<file path="config.mk">
export PLATFORM = sky130hd
export DESIGN_NAME = can_bit_timing_search_unit_flat
export DESIGN_NICKNAME = d
export VERILOG_FILES = /design/src/design/cbts_pkg.sv /design/src/design/cbts_if.sv /design/src/design/cbts_divider.sv /design/src/design/cbts_datapath.sv /design/src/design/cbts_ctrl.sv /design/src/design/can_bit_timing_search_unit.sv /design/src/flat_wrapper.sv
export SDC_FILE = /design/constraint.sdc
export NUM_CORES = 2
export LEC_CHECK = 0
export ABC_AREA = 1
export BUFFER_PORTS_ARGS = -buffer_cell sky130_fd_sc_hd__buf_2
export CORE_MARGIN = 1.5
export CORE_UTILIZATION = 50
export DETAILED_ROUTE_END_ITERATION = 7
export PLACE_DENSITY = 0.76
export SYNTH_ARGS = -nofsm -noshare
export SYNTH_HDL_FRONTEND = slang
export SYNTH_SLANG_ARGS = --single-unit
</file>
<file path="constraint.sdc">
create_clock -name clk -period 6 [get_ports clk]
set_input_delay 0.6 -clock clk [delete_from_list [all_inputs] [get_ports clk]]
set_output_delay 0.6 -clock clk [all_outputs]
set_load 0.02 [all_outputs]
</file>
<file path="src/design/cbts_pkg.sv">
// ----------------------------------------------------------------------------
// cbts_pkg: CAN bit timing search package
// Shared types, register indexes and constants for the bit timing search.
// ----------------------------------------------------------------------------
package cbts_pkg;

    localparam int CLK_W   = 28;
    localparam int RATE_W  = 24;
    localparam int DIV_W   = 44;   // remainder / shifted divisor width
    localparam int QUO_W   = 28;   // widest quotient (clock / (brp * tq))
    localparam int STEP_W  = 5;    // divider step counter

    localparam logic [4:0]  TQ_MIN    = 5'd4;
    localparam logic [4:0]  TQ_MAX    = 5'd25;
    localparam logic [9:0]  SP_LOW    = 10'd680;
    localparam logic [9:0]  SP_HIGH   = 10'd875;
    localparam logic [9:0]  SP_TARGET = 10'd800;
    localparam logic [14:0] PERMILLE  = 15'd1000;

    typedef enum logic [2:0] {
        CFG_CLOCK_HZ      = 3'd0,
        CFG_PRESCALER_MIN = 3'd1,
        CFG_PRESCALER_MAX = 3'd2,
        CFG_SEG_ONE_MIN   = 3'd3,
        CFG_SEG_ONE_MAX   = 3'd4,
        CFG_SEG_TWO_MIN   = 3'd5,
        CFG_SEG_TWO_MAX   = 3'd6,
        CFG_JUMP_WIDTH    = 3'd7
    } cfg_idx_t;

    typedef enum logic [3:0] {
        ST_IDLE,
        ST_BRP_CHK,
        ST_TQ_START,
        ST_TQ_WAIT,
        ST_TQ_CHK,
        ST_ACT_START,
        ST_ACT_WAIT,
        ST_ERR_CHK,
        ST_T2_CHK,
        ST_SP_WAIT,
        ST_SP_CHK,
        ST_NEXT_BRP,
        ST_FINISH
    } state_t;

    typedef struct packed {
        logic load_item;
        logic calc_d;
        logic start_tq;
        logic latch_tq;
        logic calc_bt;
        logic start_act;
        logic latch_err;
        logic init_t2;
        logic next_t2;
        logic start_sp;
        logic latch_sp;
        logic consider;
        logic next_brp;
        logic load_out;
    } cmd_t;

    typedef struct packed {
        logic brp_end;
        logic tq_skip;
        logic tq_ok;
        logic err_ok;
        logic t2_end;
        logic t1_ok;
        logic div_done;
        logic out_full;
    } status_t;

endpackage

</file>
<file path="src/design/cbts_if.sv">
// ----------------------------------------------------------------------------
// cbts_in_if / cbts_out_if: bit timing search channels
// Valid/ready channels for the wanted bitrate and the timing result.
// ----------------------------------------------------------------------------
interface cbts_in_if;
    logic        valid;
    logic        ready;
    logic [23:0] target_bitrate;

    modport source (output valid, output target_bitrate, input ready);
    modport sink   (input valid, input target_bitrate, output ready);
endinterface

interface cbts_out_if;
    logic        valid;
    logic        ready;
    logic        found;
    logic [10:0] prescaler;
    logic        prop_segment;
    logic [4:0]  phase_one;
    logic [4:0]  phase_two;
    logic [7:0]  jump_width;

    modport source (output valid, output found, output prescaler, output prop_segment,
                    output phase_one, output phase_two, output jump_width, input ready);
    modport sink   (input valid, input found, input prescaler, input prop_segment,
                    input phase_one, input phase_two, input jump_width, output ready);
endinterface

</file>
<file path="src/design/cbts_divider.sv">
// ----------------------------------------------------------------------------
// cbts_divider: iterative restoring divider
// One quotient bit per cycle; the divisor arrives pre-shifted to the top bit.
// ----------------------------------------------------------------------------
module cbts_divider
    import cbts_pkg::*;
(
    input  logic              clk,
    input  logic              rst_n,
    input  logic              start,
    input  logic [DIV_W-1:0]  num,
    input  logic [DIV_W-1:0]  den,
    input  logic [STEP_W-1:0] steps,
    output logic              busy,
    output logic              done,
    output logic [QUO_W-1:0]  quo
);

    logic [DIV_W-1:0]  rem_reg, rem_next;
    logic [DIV_W-1:0]  dvs_reg, dvs_next;
    logic [QUO_W-1:0]  quo_reg, quo_next;
    logic [STEP_W-1:0] cnt_reg, cnt_next;
    logic              busy_reg, busy_next;
    logic              done_reg, done_next;

    always_comb
    begin
        rem_next  = rem_reg;
        dvs_next  = dvs_reg;
        quo_next  = quo_reg;
        cnt_next  = cnt_reg;
        busy_next = busy_reg;
        done_next = 1'b0;
        if (start)
        begin
            rem_next  = num;
            dvs_next  = den;
            quo_next  = '0;
            cnt_next  = steps;
            busy_next = 1'b1;
        end
        else if (busy_reg)
        begin
            if (rem_reg >= dvs_reg)
            begin
                rem_next = rem_reg - dvs_reg;
                quo_next = {quo_reg[QUO_W-2:0], 1'b1};
            end
            else
            begin
                quo_next = {quo_reg[QUO_W-2:0], 1'b0};
            end
            dvs_next = dvs_reg >> 1;
            cnt_next = cnt_reg - STEP_W'(1);
            if (cnt_reg == STEP_W'(1))
            begin
                busy_next = 1'b0;
                done_next = 1'b1;
            end
        end
    end

    always_ff @(posedge clk or negedge rst_n)
    begin
        if (!rst_n)
        begin
            busy_reg <= 1'b0;
            done_reg <= 1'b0;
            cnt_reg  <= '0;
        end
        else
        begin
            busy_reg <= busy_next;
            done_reg <= done_next;
            cnt_reg  <= cnt_next;
        end
    end

    always_ff @(posedge clk)
    begin
        rem_reg <= rem_next;
        dvs_reg <= dvs_next;
        quo_reg <= quo_next;
    end

    assign busy = busy_reg;
    assign done = done_reg;
    assign quo  = quo_reg;

endmodule

</file>
<file path="src/design/cbts_datapath.sv">
// ----------------------------------------------------------------------------
// cbts_datapath: bit timing search datapath
// Config registers, candidate arithmetic, best-candidate tracking, result.
// ----------------------------------------------------------------------------
module cbts_datapath
    import cbts_pkg::*;
#(
    parameter int PRESCALER_STEP = 1
)
(
    input  logic              clk,
    input  logic              rst_n,
    input  logic              cfg_we,
    input  logic [2:0]        cfg_index,
    input  logic [CLK_W-1:0]  cfg_data,
    input  logic [RATE_W-1:0] target_bitrate,
    input  cmd_t              cmd,
    output status_t           status,
    input  logic              out_ready,
    output logic              out_valid,
    output logic              found,
    output logic [10:0]       prescaler,
    output logic              prop_segment,
    output logic [4:0]        phase_one,
    output logic [4:0]        phase_two,
    output logic [7:0]        jump_width
);

    localparam int BRP_W = $clog2(2048 + PRESCALER_STEP);

    logic [CLK_W-1:0]  clock_hz_reg;
    logic [10:0]       pmin_reg, pmax_reg;
    logic [8:0]        s1min_reg, s1max_reg;
    logic [7:0]        s2min_reg, s2max_reg, sjw_reg;

    logic [RATE_W-1:0] rate_reg;
    logic [BRP_W-1:0]  brp_reg;
    logic [34:0]       d_reg;
    logic [4:0]        tq_reg;
    logic [15:0]       bt_reg;
    logic [27:0]       err_reg;
    logic [7:0]        t2_reg;
    logic [9:0]        sp_reg;

    logic              have_reg;
    logic [27:0]       b_err_reg;
    logic [9:0]        b_ds_reg;
    logic [4:0]        b_tq_reg;
    logic [10:0]       b_brp_reg;
    logic [4:0]        b_t1_reg;
    logic [4:0]        b_t2_reg;

    logic              out_full_reg;
    logic              found_reg;
    logic [10:0]       prescaler_reg;
    logic [4:0]        phase_one_reg, phase_two_reg;
    logic [7:0]        jump_width_reg;

    logic [40:0]       d63, clk2;
    logic [35:0]       tq_sum;
    logic [4:0]        t1;
    logic [14:0]       sp_num;
    logic [9:0]        ds;
    logic              sp_ok, better;
    logic [27:0]       actual, err_new;

    logic              div_start, div_busy, div_done;
    logic [DIV_W-1:0]  div_num, div_den;
    logic [STEP_W-1:0] div_steps;
    logic [QUO_W-1:0]  div_quo;

    // configuration port
    always_ff @(posedge clk or negedge rst_n)
    begin
        if (!rst_n)
        begin
            clock_hz_reg <= 28'd48000000;
            pmin_reg     <= 11'd1;
            pmax_reg     <= 11'd1024;
            s1min_reg    <= 9'd1;
            s1max_reg    <= 9'd16;
            s2min_reg    <= 8'd1;
            s2max_reg    <= 8'd8;
            sjw_reg      <= 8'd4;
        end
        else if (cfg_we)
        begin
            unique case (cfg_index)
                CFG_CLOCK_HZ:      clock_hz_reg <= cfg_data;
                CFG_PRESCALER_MIN: pmin_reg     <= cfg_data[10:0];
                CFG_PRESCALER_MAX: pmax_reg     <= cfg_data[10:0];
                CFG_SEG_ONE_MIN:   s1min_reg    <= cfg_data[8:0];
                CFG_SEG_ONE_MAX:   s1max_reg    <= cfg_data[8:0];
                CFG_SEG_TWO_MIN:   s2min_reg    <= cfg_data[7:0];
                CFG_SEG_TWO_MAX:   s2max_reg    <= cfg_data[7:0];
                CFG_JUMP_WIDTH:    sjw_reg      <= cfg_data[7:0];
                default:           ;
            endcase
        end
    end

    // quanta = (2*clk + d) / (2*d); overflow past 31 when 2*clk >= 63*d
    assign d63    = {d_reg, 6'b0} - {6'b0, d_reg};
    assign clk2   = {12'b0, clock_hz_reg, 1'b0};
    assign tq_sum = {7'b0, clock_hz_reg, 1'b0} + {1'b0, d_reg};
    assign t1     = tq_reg - 5'd1 - t2_reg[4:0];
    assign sp_num = 15'(tq_reg - t2_reg[4:0]) * PERMILLE;

    assign actual  = div_quo;
    assign err_new = (actual > 28'(rate_reg)) ? actual - 28'(rate_reg)
                                               : 28'(rate_reg) - actual;

    assign sp_ok = (sp_reg >= SP_LOW) && (sp_reg <= SP_HIGH);
    assign ds    = (sp_reg > SP_TARGET) ? sp_reg - SP_TARGET : SP_TARGET - sp_reg;

    always_comb
    begin
        if (!have_reg)
            better = 1'b1;
        else if (err_reg != b_err_reg)
            better = err_reg < b_err_reg;
        else if (ds != b_ds_reg)
            better = ds < b_ds_reg;
        else
            better = tq_reg > b_tq_reg;
    end

    // divider operand select
    assign div_start = cmd.start_tq | cmd.start_act | cmd.start_sp;

    always_comb
    begin
        div_num   = {8'b0, tq_sum};
        div_den   = {4'b0, d_reg, 5'b0};
        div_steps = STEP_W'(5);
        if (cmd.start_act)
        begin
            div_num   = {16'b0, clock_hz_reg};
            div_den   = {1'b0, bt_reg, 27'b0};
            div_steps = STEP_W'(28);
        end
        else if (cmd.start_sp)
        begin
            div_num   = {29'b0, sp_num};
            div_den   = {30'b0, tq_reg, 9'b0};
            div_steps = STEP_W'(10);
        end
    end

    cbts_divider u_div (
        .clk   (clk),
        .rst_n (rst_n),
        .start (div_start),
        .num   (div_num),
        .den   (div_den),
        .steps (div_steps),
        .busy  (div_busy),
        .done  (div_done),
        .quo   (div_quo)
    );

    always_ff @(posedge clk)
    begin
        if (cmd.load_item)
        begin
            rate_reg <= target_bitrate;
            brp_reg  <= BRP_W'(pmin_reg);
        end
        if (cmd.next_brp)
            brp_reg <= brp_reg + BRP_W'(PRESCALER_STEP);
        if (cmd.calc_d)
            d_reg <= 35'(brp_reg[10:0]) * 35'(rate_reg);
        if (cmd.latch_tq)
            tq_reg <= div_quo[4:0];
        if (cmd.calc_bt)
            bt_reg <= 16'(brp_reg[10:0]) * 16'(tq_reg);
        if (cmd.latch_err)
            err_reg <= err_new;
        if (cmd.init_t2)
            t2_reg <= s2min_reg;
        if (cmd.next_t2)
            t2_reg <= t2_reg + 8'd1;
        if (cmd.latch_sp)
            sp_reg <= div_quo[9:0];
        if (cmd.consider && sp_ok && better)
        begin
            b_err_reg <= err_reg;
            b_ds_reg  <= ds;
            b_tq_reg  <= tq_reg;
            b_brp_reg <= brp_reg[10:0];
            b_t1_reg  <= t1;
            b_t2_reg  <= t2_reg[4:0];
        end
        if (cmd.load_out)
        begin
            found_reg      <= have_reg;
            prescaler_reg  <= have_reg ? b_brp_reg : 11'd0;
            phase_one_reg  <= have_reg ? b_t1_reg - 5'd1 : 5'd0;
            phase_two_reg  <= have_reg ? b_t2_reg : 5'd0;
            jump_width_reg <= have_reg ? sjw_reg : 8'd0;
        end
    end

    always_ff @(posedge clk or negedge rst_n)
    begin
        if (!rst_n)
        begin
            have_reg     <= 1'b0;
            out_full_reg <= 1'b0;
        end
        else
        begin
            if (cmd.load_item)
                have_reg <= 1'b0;
            else if (cmd.consider && sp_ok)
                have_reg <= 1'b1;
            if (cmd.load_out)
                out_full_reg <= 1'b1;
            else if (out_full_reg && out_ready)
                out_full_reg <= 1'b0;
        end
    end

    assign status.brp_end  = brp_reg > BRP_W'(pmax_reg);
    assign status.tq_skip  = (d_reg == 35'd0) || (clk2 >= d63);
    assign status.tq_ok    = (tq_reg >= TQ_MIN) && (tq_reg <= TQ_MAX);
    assign status.err_ok   = (38'(err_reg) * 38'd1000) <= 38'(rate_reg);
    assign status.t2_end   = (t2_reg > s2max_reg) || (t2_reg >= {3'b0, tq_reg});
    assign status.t1_ok    = ({4'b0, t1} >= s1min_reg) && ({4'b0, t1} <= s1max_reg);
    assign status.div_done = div_done;
    assign status.out_full = out_full_reg;

    assign out_valid    = out_full_reg;
    assign found        = found_reg;
    assign prescaler    = prescaler_reg;
    assign prop_segment = found_reg;
    assign phase_one    = phase_one_reg;
    assign phase_two    = phase_two_reg;
    assign jump_width   = jump_width_reg;

    a_not_found_zero: assert property (@(posedge clk) disable iff (!rst_n)
        (out_full_reg && !found_reg) |->
        (prescaler_reg == 11'd0 && phase_two_reg == 5'd0 && jump_width_reg == 8'd0))
        else $error("empty result carries nonzero timing");

    a_div_idle_on_start: assert property (@(posedge clk) disable iff (!rst_n)
        div_start |-> !div_busy)
        else $error("divider restarted while busy");

    a_best_tq_range: assert property (@(posedge clk) disable iff (!rst_n)
        $rose(have_reg) |-> (b_tq_reg >= TQ_MIN && b_tq_reg <= TQ_MAX))
        else $error("best candidate quanta out of range");

endmodule

</file>
<file path="src/design/cbts_ctrl.sv">
// ----------------------------------------------------------------------------
// cbts_ctrl: bit timing search controller
// Walks prescalers and phase-two lengths, sequencing the shared divider.
// ----------------------------------------------------------------------------
module cbts_ctrl
    import cbts_pkg::*;
(
    input  logic    clk,
    input  logic    rst_n,
    input  logic    in_valid,
    output logic    in_ready,
    input  status_t status,
    output cmd_t    cmd
);

    state_t state_reg, state_next;

    always_ff @(posedge clk or negedge rst_n)
    begin
        if (!rst_n)
            state_reg <= ST_IDLE;
        else
            state_reg <= state_next;
    end

    always_comb
    begin
        state_next = state_reg;
        cmd        = '0;
        in_ready   = 1'b0;
        unique case (state_reg)
            ST_IDLE:
            begin
                in_ready = 1'b1;
                if (in_valid)
                begin
                    cmd.load_item = 1'b1;
                    state_next    = ST_BRP_CHK;
                end
            end
            ST_BRP_CHK:
            begin
                if (status.brp_end)
                    state_next = ST_FINISH;
                else
                begin
                    cmd.calc_d = 1'b1;
                    state_next = ST_TQ_START;
                end
            end
            ST_TQ_START:
            begin
                if (status.tq_skip)
                    state_next = ST_NEXT_BRP;
                else
                begin
                    cmd.start_tq = 1'b1;
                    state_next   = ST_TQ_WAIT;
                end
            end
            ST_TQ_WAIT:
            begin
                if (status.div_done)
                begin
                    cmd.latch_tq = 1'b1;
                    state_next   = ST_TQ_CHK;
                end
            end
            ST_TQ_CHK:
            begin
                if (!status.tq_ok)
                    state_next = ST_NEXT_BRP;
                else
                begin
                    cmd.calc_bt = 1'b1;
                    state_next  = ST_ACT_START;
                end
            end
            ST_ACT_START:
            begin
                cmd.start_act = 1'b1;
                state_next    = ST_ACT_WAIT;
            end
            ST_ACT_WAIT:
            begin
                if (status.div_done)
                begin
                    cmd.latch_err = 1'b1;
                    state_next    = ST_ERR_CHK;
                end
            end
            ST_ERR_CHK:
            begin
                if (!status.err_ok)
                    state_next = ST_NEXT_BRP;
                else
                begin
                    cmd.init_t2 = 1'b1;
                    state_next  = ST_T2_CHK;
                end
            end
            ST_T2_CHK:
            begin
                if (status.t2_end)
                    state_next = ST_NEXT_BRP;
                else if (!status.t1_ok)
                    cmd.next_t2 = 1'b1;
                else
                begin
                    cmd.start_sp = 1'b1;
                    state_next   = ST_SP_WAIT;
                end
            end
            ST_SP_WAIT:
            begin
                if (status.div_done)
                begin
                    cmd.latch_sp = 1'b1;
                    state_next   = ST_SP_CHK;
                end
            end
            ST_SP_CHK:
            begin
                cmd.consider = 1'b1;
                cmd.next_t2  = 1'b1;
                state_next   = ST_T2_CHK;
            end
            ST_NEXT_BRP:
            begin
                cmd.next_brp = 1'b1;
                state_next   = ST_BRP_CHK;
            end
            ST_FINISH:
            begin
                // hold until the previous result has left the output register
                if (!status.out_full)
                begin
                    cmd.load_out = 1'b1;
                    state_next   = ST_IDLE;
                end
            end
            default:
                state_next = ST_IDLE;
        endcase
    end

    a_load_out_free: assert property (@(posedge clk) disable iff (!rst_n)
        cmd.load_out |-> !status.out_full)
        else $error("result overwritten before transaction completed");

endmodule

</file>
<file path="src/design/can_bit_timing_search_unit.sv">
// ----------------------------------------------------------------------------
// can_bit_timing_search_unit: CAN bit timing search
// Finds prescaler and segment lengths for a wanted CAN bitrate.
// ----------------------------------------------------------------------------
// Usage:
//   in_ch carries the wanted bitrate; one transaction is taken when the unit
//   is idle. out_ch returns one result per input: found flag, prescaler,
//   propagation segment, phase one, phase two and jump width.
//   Configuration is written through cfg_we/cfg_index/cfg_data; the user
//   must write it only while idle, which the unit does not enforce.
// Search: per prescaler, the quanta division unless it is skipped; if the
//   quanta are in range, the bitrate division; if the error is small
//   enough, each phase-two length (at most 25 lengths) is tried and the
//   sample point division runs for each one that passes the segment one
//   check. Bounded by the iterative divider, one quotient bit per cycle,
//   shared by all three divisions.
// Throughput: one item per search; the next item is taken once the result
//   has been written to the output register.
// Reset: configuration returns to its defaults, the controller goes idle and
//   the output register empties.
// Stall: a held result stays in the output register; a finished search
//   waits until it has been taken.
// ----------------------------------------------------------------------------
module can_bit_timing_search_unit
    import cbts_pkg::*;
#(
    parameter int PRESCALER_STEP = 1
)
(
    input  logic             clk,
    input  logic             rst_n,
    input  logic             cfg_we,
    input  logic [2:0]       cfg_index,
    input  logic [CLK_W-1:0] cfg_data,
    cbts_in_if.sink          in_ch,
    cbts_out_if.source       out_ch
);

    cmd_t    cmd;
    status_t status;

    cbts_ctrl u_ctrl (
        .clk      (clk),
        .rst_n    (rst_n),
        .in_valid (in_ch.valid),
        .in_ready (in_ch.ready),
        .status   (status),
        .cmd      (cmd)
    );

    cbts_datapath #(
        .PRESCALER_STEP (PRESCALER_STEP)
    ) u_dp (
        .clk            (clk),
        .rst_n          (rst_n),
        .cfg_we         (cfg_we),
        .cfg_index      (cfg_index),
        .cfg_data       (cfg_data),
        .target_bitrate (in_ch.target_bitrate),
        .cmd            (cmd),
        .status         (status),
        .out_ready      (out_ch.ready),
        .out_valid      (out_ch.valid),
        .found          (out_ch.found),
        .prescaler      (out_ch.prescaler),
        .prop_segment   (out_ch.prop_segment),
        .phase_one      (out_ch.phase_one),
        .phase_two      (out_ch.phase_two),
        .jump_width     (out_ch.jump_width)
    );

endmodule

</file>
<file path="src/flat_wrapper.sv">
// flat-port wrapper written by rule: the top's interface ports become plain ports
module can_bit_timing_search_unit_flat import cbts_pkg::*;
#(
    parameter int PRESCALER_STEP = 1
)
  (clk, rst_n, cfg_we, cfg_index, cfg_data, in_ch_valid, in_ch_target_bitrate, in_ch_ready, out_ch_valid, out_ch_found, out_ch_prescaler, out_ch_prop_segment, out_ch_phase_one, out_ch_phase_two, out_ch_jump_width, out_ch_ready);
  cbts_in_if in_ch_i ();
  cbts_out_if out_ch_i ();
  input  logic clk;
  input  logic rst_n;
  input  logic cfg_we;
  input  logic [2:0] cfg_index;
  input  logic [CLK_W-1:0] cfg_data;
  input wire logic [$bits(in_ch_i.valid)-1:0] in_ch_valid;
  input wire logic [$bits(in_ch_i.target_bitrate)-1:0] in_ch_target_bitrate;
  output wire logic [$bits(in_ch_i.ready)-1:0] in_ch_ready;
  output wire logic [$bits(out_ch_i.valid)-1:0] out_ch_valid;
  output wire logic [$bits(out_ch_i.found)-1:0] out_ch_found;
  output wire logic [$bits(out_ch_i.prescaler)-1:0] out_ch_prescaler;
  output wire logic [$bits(out_ch_i.prop_segment)-1:0] out_ch_prop_segment;
  output wire logic [$bits(out_ch_i.phase_one)-1:0] out_ch_phase_one;
  output wire logic [$bits(out_ch_i.phase_two)-1:0] out_ch_phase_two;
  output wire logic [$bits(out_ch_i.jump_width)-1:0] out_ch_jump_width;
  input wire logic [$bits(out_ch_i.ready)-1:0] out_ch_ready;
  assign in_ch_i.valid = in_ch_valid;
  assign in_ch_i.target_bitrate = in_ch_target_bitrate;
  assign in_ch_ready = in_ch_i.ready;
  assign out_ch_valid = out_ch_i.valid;
  assign out_ch_found = out_ch_i.found;
  assign out_ch_prescaler = out_ch_i.prescaler;
  assign out_ch_prop_segment = out_ch_i.prop_segment;
  assign out_ch_phase_one = out_ch_i.phase_one;
  assign out_ch_phase_two = out_ch_i.phase_two;
  assign out_ch_jump_width = out_ch_i.jump_width;
  assign out_ch_i.ready = out_ch_ready;
  can_bit_timing_search_unit #(.PRESCALER_STEP(PRESCALER_STEP)) u_core (.clk(clk), .rst_n(rst_n), .cfg_we(cfg_we), .cfg_index(cfg_index), .cfg_data(cfg_data), .in_ch(in_ch_i), .out_ch(out_ch_i));
endmodule
</file>
==> metrics.md <==
| Metric | Value |
|---|---|
| Status | `complete, no violations` |
| Max H-tree Level | `2` |
| Pins over their slew limit | `0` |
| Total track usage | `28.4%` |
| Number of synthesized flops with an enable pin | `319` |
| Asr flop ratio synth | `23.2%` |
| Row count | `111` |
| First-pass DRT Iterations | `6` |
| CP max stage delay | `0.55 ns` |
| PnR worst setup slack | `0.225 ns` |
| Worst setup EP type | `flop` |
| Post-route minimum period | `5.77 ns` |
| Worst clock skew | `0.0403 ns` |
| Yosys warning count | `0` |
| Die height | `307 µm` |
| Worst r2r path cells | `27` |
| Via count | `39300` |
| Kind of critical path | `flop to flop` |
| Worst Path Arrival | `6.12 ns` |
| RePlAce Congestion | `1.03` |
| Final period util | `96.2%` |
| Final setup fails | `0` |
| P&R area growth vs syn | `9.18%` |
| WL/cell | `18.9 µm` |
| Yosys top cell area share | `20.7%` |
| Final HPWL DP | `108000 µm` |
| Synth top cells by count | `nand2_1 (1358), inv_1 (1082), ha_1 (487)` |
| Die Width | `307 µm` |
| DRC viols | `0` |
| Clock latency on the worst-skew pair | `0.64 ns` |
| Largest register FFs | `44` |
| Die area | `94200 µm²` |
| Worst setup startpoint | `u_core.u_dp.err_reg[7]` |
| Final core utilization | `55.0%` |
| Initial antenna violation count | `3` |
| Layout fillers | `8352` |
| Cts hold-fix bufs | `0` |
| Worst Path Buf+Inv | `5` |
| CTS Root Cell | `clkbuf_16` |
| Clk sinks | `452` |
| Layout cells sized above 1 | `7.20%` |
| CP Max Fanout | `8` |
| Mapped Area | `46200 µm²` |
| Top FF cell, synth | `edfxtp_1` |
| Cts bufs inserted | `50` |
| Dpl ws | `-0.0161 ns` |
| Max-slew headroom | `33.1%` |
| Total global routing overflow | `0` |
| CP Data Required Time | `6.35 ns` |
| Initial Util | `50.4%` |
| CTS tree | `done` |
| Gate Count Post-Synth | `5745` |
| Syn Nets | `6641` |
| Max-cap violations | `0` |
| Remaining antenna violation count | `0` |
| Worst hold margin | `0.109 ns` |
| Drt initial violations | `3160` |
| Register area share after synthesis | `27.7%` |
| Vias in the first global route | `39500` |
| CP top delay family | `adder cells` |
| CTS clk-pin slew, worst paths | `0.06 ns` |
| Port bufs | `92` |
| Synth area leader | `edfxtp_1` |
| First-pass GRT wire length | `210000 µm` |
| Yosys cell types | `61` |
| Count leader, synth | `nand2_1` |
| Max Clock Freq | `173 MHz` |
| Critical Path Most Common Cell | `nand2_1` |
| Reg2reg setup slack | `0.23 ns` |
| Ranking of synthesized cells by area | `edfxtp_1 (21%), fa_1 (15%), ha_1 (13%)` |
| CP Launch Type | `flop` |
| Reg-to-reg endpoint | `u_core.u_dp.t2_reg[6]` |
| Worst Tran Pin Value | `1.00 ns` |
| Routed wire length | `134000 µm` |
| Worst R2R Start | `u_core.u_dp.err_reg[7]` |
| Nets | `6754` |
| Syn avg cell area | `8.04 µm²` |
| Critical Path Slowest Stage Cell | `fa_2` |
| Final Hold Vio Count | `0` |
| Core Footprint | `91700 µm²` |
| Clock buffer depth | `3` |
| Flops & latches, synth | `452` |
| Tightest Hold Check Type | `input pin to async pin` |
| Largest net degree at the start of global routing | `67` |
| Ports | `93` |
| Via-to-Cell Ratio | `5.55` |
==> layout by cell type (no fill, tap or decap), types with 12 or more instances in the layout <==
cell	netlist	routed
nand3_1	155	152
o21bai_1	22	22
nand2_1	1358	1352
nor4_1	19	18
nor2_1	383	375
dfrtp_1	88	87
dfxtp_1	28	28
xnor2_1	94	94
o21ai_1	13	17
clkinv_2	0	12
edfxtp_1	319	319
inv_1	1082	1069
mux2_2	17	17
ha_1	487	476
a31oi_1	17	17
clkbuf_1	105	12
a21oi_1	379	367
o22ai_1	26	26
xor2_1	138	137
o21ai_0	350	342
buf_4	6	103
buf_2	15	91
nand4_1	39	39
clkbuf_16	0	52
nor2_2	5	12
o211ai_1	17	17
fa_1	349	348
inv_2	3	16
a21oi_2	3	14
or2_2	12	12
nor3_1	54	50
dfstp_2	17	17
a21o_1	17	17
o21a_1	25	25
==> area by class of cell <==
class,count,area [µm²],area share [%]
Clock buffer,68,1400,2.78
Tap cell,1186,1480,2.94
Timing Repair Buffer,202,1380,2.74
Multi-Input combinational cell,4067,29000,57.5
Sequential cell,452,12800,25.4
Antenna cell,3,7.51,0.0149
Clock inverter,26,295,0.586
Inverter,1085,4070,8.08
==> layer usage <==
layer	track usage (%)	up-vias	share of wire (%)
li1	-	18700	-
met1	35.6	18800	41
met2	48.3	1522	48
met3	3.92	336	6.8
met4	13.7	2	5.1
met5	0	-	0.0097
==> timing repair <==
action	in CTS	in global routing
buffers inserted	0	3
setup endpoints to repair	8	12
gates cloned	0	0
pin swaps	0	26
gates resized for setup	2	70
==> cell families (layout without fill, tap and decap cells) <==
group / Yosys count / in the layout / synth area share (%)
compound gates: 932 / 932 / 11.1
fa+ha+maj: 836 / 836 / 28.3
xor+xnor: 232 / 232 / 4.40
flops: 452 / 452 / 27.7
other cells: 0 / 3 / 0
simple gates: 2049 / 2049 / 17.9
mux: 18 / 18 / 0.436
buf+inv: 1226 / 1381 / 10.2
==> through the flow <==
| step | TNS (ns) | std cells | cell area, µm² |
|---|---|---|---|
| after global placement | 0 | 6989 | 48400 |
| final | 0 | 7089 | 50400 |
| after detailed placement | -0.128 | 6989 | 48400 |
| after CTS | 0 | 7083 | 50100 |
| after global routing | -0.759 | 7087 | 50400 |
| after floorplan | 0 | 5745 | 46200 |
==> worst register-to-register path: stages (launching register included) <==
cell	delay (ns)
edfxtp_1	0.41
inv_1	0.09
buf_4	0.16
fa_1	0.51
fa_2	0.55
fa_1	0.45
fa_1	0.54
inv_1	0.07
ha_4	0.29
nand2_1	0.12
o21ai_2	0.19
a21oi_1	0.08
nand2_1	0.11
xor2_1	0.18
ha_1	0.29
a21oi_2	0.15
o21ai_0	0.09
nor2_1	0.12
nand2_1	0.06
nand2_1	0.05
nand2_1	0.06
nand2_2	0.09
nand3_1	0.07
nor2_1	0.09
nand4_1	0.09
buf_4	0.20
o31ai_4	0.22
buf_6	0.18
==> how the worst max path moves through the flow <==
stage | end | slack [ns] | cells after the start
final | u_core.u_dp.t2_reg[6] | 0.23 | 27
after global routing | u_core.u_dp.t2_reg[1] | -0.1 | 28
after CTS | u_core.u_dp.t2_reg[3] | 0.01 | 28
after detailed placement | u_core.u_dp.t2_reg[6] | -0.02 | 28
after global placement | u_core.u_dp.t2_reg[4] | 0.03 | 28
after floorplan | u_core.u_dp.t2_reg[0] | 0.15 | 25
Power is left out: the tool's default activity adds up to more than one toggle a clock period on the data nets, which glitch-free logic cannot reach.
